**src/rtl/core/rbib_pkg.sv**
```systemverilog
// ----------------------------------------------------------------------------
// Repeated balls into bins round - package
// Sizes, function codes, request types and controller/datapath links.
// ----------------------------------------------------------------------------
`default_nettype none

package rbib_pkg;

    localparam int TABLE_DEPTH = 1024;
    localparam int LOAD_BITS   = 16;
    localparam int BIN_BITS    = $clog2(TABLE_DEPTH);
    localparam int CNT_BITS    = $clog2(TABLE_DEPTH + 1);
    localparam int FUNC_BITS   = 2;

    localparam logic [FUNC_BITS-1:0] FUNC_WRITE = 2'd0;
    localparam logic [FUNC_BITS-1:0] FUNC_START = 2'd1;
    localparam logic [FUNC_BITS-1:0] FUNC_PLACE = 2'd2;

    localparam logic [LOAD_BITS-1:0] LOAD_MAX = {LOAD_BITS{1'b1}};

    typedef struct packed {
        logic [FUNC_BITS-1:0] func;
        logic [BIN_BITS-1:0]  bin;
        logic [LOAD_BITS-1:0] load_value;
    } t_in_item;

    typedef struct packed {
        logic [LOAD_BITS-1:0] max_load;
        logic [CNT_BITS-1:0]  empty_bins;
        logic [CNT_BITS-1:0]  balls_remaining;
        logic                 round_done;
        logic                 rejected;
    } t_out_item;

    // controller -> datapath
    typedef struct packed {
        logic                rd_en;
        logic [BIN_BITS-1:0] addr;
        logic                clr_wr;
        logic                latch;
        logic                rmw;
        logic                sweep_start;
        logic                sweep_step;
        logic                sweep_commit;
        logic                out_load;
        logic                reject;
    } t_cmd;

    // datapath -> controller
    typedef struct packed {
        logic                pend_zero;
        logic [CNT_BITS-1:0] n_bins;
        logic                out_free;
    } t_status;

    // Force the bin count into 1..TABLE_DEPTH.
    function automatic logic [CNT_BITS-1:0] clamp_bins(input logic [CNT_BITS-1:0] v);
        logic [CNT_BITS-1:0] r;
        r = v;
        if (v == '0) begin
            r = CNT_BITS'(1);
        end else if (v > CNT_BITS'(TABLE_DEPTH)) begin
            r = CNT_BITS'(TABLE_DEPTH);
        end
        return r;
    endfunction

endpackage

`default_nettype wire

```
**src/rtl/core/rbib_ctrl.sv**
```systemverilog
// ----------------------------------------------------------------------------
// Repeated balls into bins round - controller
// Clear pass, request decode, read-modify-write and round sweep sequencing.
// ----------------------------------------------------------------------------
`default_nettype none

module rbib_ctrl
    import rbib_pkg::*;
(
    input  wire logic     i_clk,
    input  wire logic     i_rst_n,
    input  wire logic     i_cfg_we,
    input  wire logic     i_in_valid,
    input  wire t_in_item i_in,
    output logic          o_in_stall,
    input  wire t_status  i_status,
    output t_cmd          o_cmd
);

    localparam logic [1:0] ST_CLEAR = 2'd0;
    localparam logic [1:0] ST_IDLE  = 2'd1;
    localparam logic [1:0] ST_RMW   = 2'd2;
    localparam logic [1:0] ST_SWEEP = 2'd3;

    logic [1:0]          r_state, n_state;
    logic [CNT_BITS-1:0] r_addr, n_addr;
    logic                r_dv;

    logic accept;
    logic bin_ok;
    logic reject;

    assign o_in_stall = !((r_state == ST_IDLE) && i_status.out_free);
    assign accept     = i_in_valid && !o_in_stall;
    assign bin_ok     = {1'b0, i_in.bin} < i_status.n_bins;

    always_comb begin
        case (i_in.func)
            FUNC_WRITE: reject = !i_status.pend_zero || !bin_ok;
            FUNC_START: reject = !i_status.pend_zero;
            FUNC_PLACE: reject = i_status.pend_zero || !bin_ok;
            default:    reject = 1'b1;
        endcase
    end

    always_comb begin
        n_state = r_state;
        n_addr  = r_addr;
        o_cmd   = '0;
        case (r_state)
            ST_CLEAR: begin
                o_cmd.clr_wr = 1'b1;
                o_cmd.addr   = r_addr[BIN_BITS-1:0];
                n_addr       = r_addr + CNT_BITS'(1);
                if (r_addr == CNT_BITS'(TABLE_DEPTH - 1)) begin
                    n_state = ST_IDLE;
                end
            end
            ST_IDLE: begin
                if (accept) begin
                    if (reject) begin
                        o_cmd.out_load = 1'b1;
                        o_cmd.reject   = 1'b1;
                    end else if (i_in.func == FUNC_START) begin
                        // issue the read of bin 0 now, sweep the rest
                        o_cmd.rd_en       = 1'b1;
                        o_cmd.addr        = '0;
                        o_cmd.sweep_start = 1'b1;
                        n_addr            = CNT_BITS'(1);
                        n_state           = ST_SWEEP;
                    end else begin
                        o_cmd.rd_en = 1'b1;
                        o_cmd.addr  = i_in.bin;
                        o_cmd.latch = 1'b1;
                        n_state     = ST_RMW;
                    end
                end
            end
            ST_RMW: begin
                o_cmd.rmw      = 1'b1;
                o_cmd.out_load = 1'b1;
                n_state        = ST_IDLE;
            end
            ST_SWEEP: begin
                o_cmd.sweep_step = r_dv;
                if (r_addr < i_status.n_bins) begin
                    o_cmd.rd_en = 1'b1;
                    o_cmd.addr  = r_addr[BIN_BITS-1:0];
                    n_addr      = r_addr + CNT_BITS'(1);
                end else if (r_dv) begin
                    // last bin comes back: commit the round
                    o_cmd.sweep_commit = 1'b1;
                    o_cmd.out_load     = 1'b1;
                    n_state            = ST_IDLE;
                end
            end
            default: begin
                n_state = ST_CLEAR;
                n_addr  = '0;
            end
        endcase
        // a register write restarts with a fresh clear pass
        if (i_cfg_we) begin
            n_state = ST_CLEAR;
            n_addr  = '0;
        end
    end

    always_ff @(posedge i_clk) begin
        if (!i_rst_n) begin
            r_state <= ST_CLEAR;
            r_addr  <= '0;
            r_dv    <= 1'b0;
        end else begin
            r_state <= n_state;
            r_addr  <= n_addr;
            r_dv    <= o_cmd.rd_en;
        end
    end

endmodule

`default_nettype wire

```
**config.mk**
```make
export PLATFORM = sky130hd
export DESIGN_NAME = rbib_ctrl
export DESIGN_NICKNAME = d
export VERILOG_FILES = /design/src/rtl/core/rbib_pkg.sv /design/src/rtl/core/rbib_ctrl.sv
export SDC_FILE = /design/constraint.sdc
export NUM_CORES = 1
export LEC_CHECK = 0
export BUFFER_PORTS_ARGS = -buffer_cell sky130_fd_sc_hd__buf_2
export CAP_MARGIN = 20
export CORE_ASPECT_RATIO = 1.25
export CORE_MARGIN = 2
export CORE_UTILIZATION = 39
export DETAILED_ROUTE_END_ITERATION = 7
export GPL_TIMING_DRIVEN = 0
export MAX_ROUTING_LAYER = met4
export PLACE_DENSITY = 0.7
export SETUP_SLACK_MARGIN = 0.3
export SLEW_MARGIN = 20
export SYNTH_ARGS = -nofsm -noshare
export SYNTH_HDL_FRONTEND = slang
export SYNTH_SLANG_ARGS = --single-unit
```
**constraint.sdc**
```tcl
create_clock -name i_clk -period 5.4 [get_ports i_clk]
set_input_delay 1.08 -clock i_clk [delete_from_list [all_inputs] [get_ports i_clk]]
set_output_delay 1.08 -clock i_clk [all_outputs]
set_load 0.01 [all_outputs]
```
=== Word level (Yosys, flattened, before mapping) ===
Index checks and enable logic that the tools add are counted.

* Register bits: 14
* Latch bits: 0
* Bits in writable memories: 0
* Bits in read-only memories: 0
* Bits of input ports: 45
* Memories: 0

* $add $sub $neg: 1
* Multiply operators: 0
* Divide/modulo/power cells: 0
* $lt $le $gt $ge: 2
* Equal/unequal tests: 13
* Shift-type cells: 0
* Mux-type cells: 36
* Bitwise logic cells: 1
* Reduce and logical (&&, ||, !) cells: 13

{| class="wikitable"
|+ Operators by type and width
! operator !! count
|-
| 11-bit 2-to-1 mux || 7
|-
| 11-bit case mux with 3 select lines || 1
|-
| 10-bit case mux with 3 select lines || 1
|-
| 2-bit 2-to-1 mux || 10
|-
| 1-bit 2-to-1 mux || 12
|-
| 2-bit != test, second input constant || 6
|-
| 11-bit by 1-bit adder with 11-bit output, second input constant || 1
|-
| 11-bit by 10-bit == test with 1-bit output, second input constant || 1
|-
| 10-bit by 11-bit < comparator with 1-bit output || 1
|-
| 11-bit < comparator || 1
|-
| 10-bit 2-to-1 mux || 1
|-
| 5-bit AND reduction || 2
|-
| 2-bit case mux with 4 select lines || 1
|-
| 2-bit == test, second input constant || 3
|-
| 1-bit case mux with 3 select lines || 2
|-
| 2-bit by 1-bit == test with 1-bit output, second input constant || 2
|-
| 2-bit zero test || 2
|-
| 1-bit zero test || 3
|-
| 3-bit nonzero test || 1
|-
| 1-bit logical AND || 2
|-
| 1-bit logical OR || 2
|-
| 2-bit by 1-bit != test with 1-bit output, second input constant || 1
|-
| 1-bit case mux with 2 select lines || 1
|-
| 2-bit OR reduction || 1
|-
| 1-bit NOT || 1
|}

=== Depth between registers and ports, before layout ===
* Depth in word-level cells: 7
* Depth in mapped cells: 9
* Mapped depth without buffers: 8

=== Worst setup path after synthesis ===
OpenSTA, ideal clock, no wires.

* Path type: input-to-output
* From: in i_status[9] in the netlist's numbering
* To: out o_cmd[10] in the netlist's numbering
* Arrival: 2683 ps
* Path slack: 1637 ps
* Stages: 8
* Path buffers: 1
* Cells stage by stage: inv_1 ha_1 a211o_1 a211oi_2 o21ai_2 o22ai_1 buf_2 a22o_1

{| class="wikitable"
|+ RTL lines
! what !! line !! RTL
|-
| start: declaration || rbib_ctrl.sv:16 || <nowiki>input wire t_status i_status,</nowiki>
|-
| end: declaration || rbib_ctrl.sv:17 || <nowiki>output t_cmd o_cmd</nowiki>
|}

==> reports/results.ini <==
[layout]
most_common_cell_after_layout_fill_and_taps_aside = buf_2
most_frequent_cells_in_the_layout = buf_2, ha_1, a21oi_1
share_of_post_route_cells_with_drive_strength_above_1 = 0.264
num_antenna_cells = 0
num-nets-final = 293
flow.area_growth_from_synthesis_pct = 25.5

[clocking]
clkSlewWorstSetupHoldPaths_ns = 0.06
htree_levels = 1
ctsHoldBuffers = 0
postCtsResizedCells = 0
numCtsBuffers = 3
post_cts.repair.setup_buffers = 0
clock_insertion_delay_worst_skew_ns = 0.25
clockRootBuffer = clkbuf_8
tritoncts = yes
cts-root-to-sink-buffers = 2
cts.sinks = 14

[sta]
final_hold_viol_count = 0
rsz0062_at_grt = false
period_needed_ns = 4.33
worst-slew-pin-transition_ns = 0.583
whs_ns = 0.529
timing.max_slew.rel_slack = 0.608
slew_violations = 0
post-route-period-util = 0.802
final_setup_violating_endpoints = 0
totalNegativeSetupSlack_ns = 0
fin_skew_ns = 0.00340
max_freq_mhz = 231

[detailed_routing]
post_drt_via_cell_ratio = 5.59
routed_wirelength_mm = 3.40
detail_route.first_pass.iterations = 4
drc_errors = 0
drt-wirelength-per-cell_um = 12.9
detail_route.iter0.violations = 46
detail-route-antenna-nets = 0
dr_total_vias = 1476

[worst_setup_path]
crit_path_top_delay_cell = nor4_1
path_max_fanout = 10
setup_crit_end_kind = output port
timing.critical_path.mode_cell = buf_2
critical_path_class = primary input to output port
worst-endpoint-required_ns = 4.32
worstPathCellList = buf_2 > inv_1 > ha_1 > a21oi_1 > o21ai_0 > a21oi_1 > nor2_1 > nor4_1 > buf_2 > a22o_1 > buf_2
worst_setup_path_start_kind = primary input
endpoint_arrival_time_on_the_critical_path_ns = 3.25
timing.critical_path.slowest_cell_delay_ns = 0.54

[yosys]
synth_compound_area_frac = 0.294
edff_count_synth = 0
synth-main-ff-cell = dfxtp_1
synth_sequential_area_ratio = 0.209
async_s_r_ff_share_synth = 0
synth_xor_area_frac = 0
synthesis.yosys.warnings = 0
synth-seq-cells = 14
synth_top_family_by_area = compound AO/OA/AOI/OAI gates
post-synth-top-area-cell = dfxtp_1
yosys.area_share.adder = 0.187
synth_area_leaders = dfxtp_1, ha_1, a22o_1
synth_cells = 175
post_synth_instance_area_um2 = 1340
syn_area_per_cell_um2 = 7.66
yosys.area_share.simple = 0.253
synth.top_cell.area_share = 0.209
synth_cell_types = 36
synth_nets = 240
post_synth_mux_area_share = 0

[floorplan]
fp.coreArea_um2 = 3250
die_height_um = 69.6
die_width_um = 56.5
placement_rows = 23
design.portCount = 65
total_die_area_um2 = 3930
floorplan.initialDensity = 0.412

[global_route]
grt_pass1_vias = 1451
grt_util_all_layers = 0.188
grt_antenna_before_repair = 0
globalRoute.busiestLayer = met2
first_pass_grt_wire_length_mm = 5.98
globalRouteMet1Util = 0.221
met2_usage = 0.336
gr-usage-met3 = 0.0112
maximum_number_of_pins_on_one_net_before_global_route_repair = 11
globalRoute.totalOverflow = 0

[power_and_ir_drop]
powerDensity_nw_per_um2 = 149
irDropWorstVdd_mv = 0.154
power_leakage_nw = 0.848

[min_path]
hold_path_class = flop to flop

[flow_run]
drv.max_cap_violation_count = 0

[run_status]
outcome = completed

[place]
port_buffers = 48
detailedPlacementHpwl_mm = 2.83
place_congestion = 0.812

[through the flow]
| step | instances | area, um2 | total power (W) | setup WS, ns | util |
|---|---|---|---|---|---|
| after floorplan | 175 | 1340 | 0.000131 | 1.64 | - |
| after global placement | 260 | 1630 | 0.000149 | 1.03 | 0.501 |
| after detailed placement | 260 | 1630 | 0.000149 | 1.02 | 0.501 |
| after CTS | 264 | 1680 | 0.000252 | 1.00 | 0.518 |
| after global routing | 264 | 1680 | 0.000263 | 0.822 | 0.518 |
| final | 264 | 1680 | 0.000250 | 1.07 | 0.518 |
[cells in the mapped netlist (4+ instances only)]
| cell | count |
|---|---|
| a21oi_1 | 17 |
| ha_1 | 20 |
| inv_1 | 13 |
| nand2_1 | 15 |
| or3_1 | 10 |
| buf_2 | 5 |
| dfxtp_1 | 14 |
| nand3_1 | 6 |
| o31ai_1 | 4 |
| a22o_1 | 10 |
| o21ai_0 | 12 |
| nor2_1 | 11 |
| nor2b_1 | 5 |
[final timing paths]
| path | end | startpoint | cells past startpoint | slack [ns] |
|---|---|---|---|---|
| setup / recovery | o_cmd[17] | i_status[7] | 11 | 1.07 |
| hold / removal | r_addr[10] | r_addr[10] | 2 | 0.53 |
| hold reg to reg | r_addr[10] | r_addr[10] | 2 | 0.53 |
| setup reg to reg | r_addr[10] | r_addr[8] | 8 | 3.02 |
[registers in the layout (all words and copies together), names as in the netlist]
register / cells
r_state: 2
r_addr: 11
r_dv: 1
[where the power goes]
part	switching [W]	leakage (nW)	internal [W]	total (W)
registers	0.00000108	0.113	0.000104	0.000105
clock network	0.0000384	0.0288	0.0000647	0.000103
logic	0.0000216	0.706	0.0000201	0.0000417
[worst max-delay path: cells and delay by family]
kind / cells / cell delay [ns]
AO/OA/AOI/OAI: 4 / 0.64
adder cells (fa/ha/maj): 1 / 0.26
buffers and inverters: 4 / 0.63
AND/OR/NAND/NOR: 2 / 0.63
[per-layer routing]
metal / vias to the layer above / part of all wire
met5: - / 0
met4: 0 / 0.014
met3: 5 / 0.034
met2: 29 / 0.51
met1: 686 / 0.44
li1: 756 / -
[layout make-up]
class	count	area [um2]
Multi-Input combinational cell	142	983
Clock buffer	4	55.1
Timing Repair Buffer	48	240
Sequential cell	14	280
Buffer	6	28.8
Tap cell	37	46.3
Inverter	13	48.8
Fill cell	333	1570
[kinds of logic (layout without fill, tap and decap cells)]
group / count (synthesis) / in the layout
adder cells (fa/ha/maj): 20 / 20
flip-flops: 14 / 14
AND/OR/NAND/NOR: 64 / 64
AO/OA/AOI/OAI: 58 / 58
buffers and inverters: 19 / 71
(Power assumes the default switching activity.)
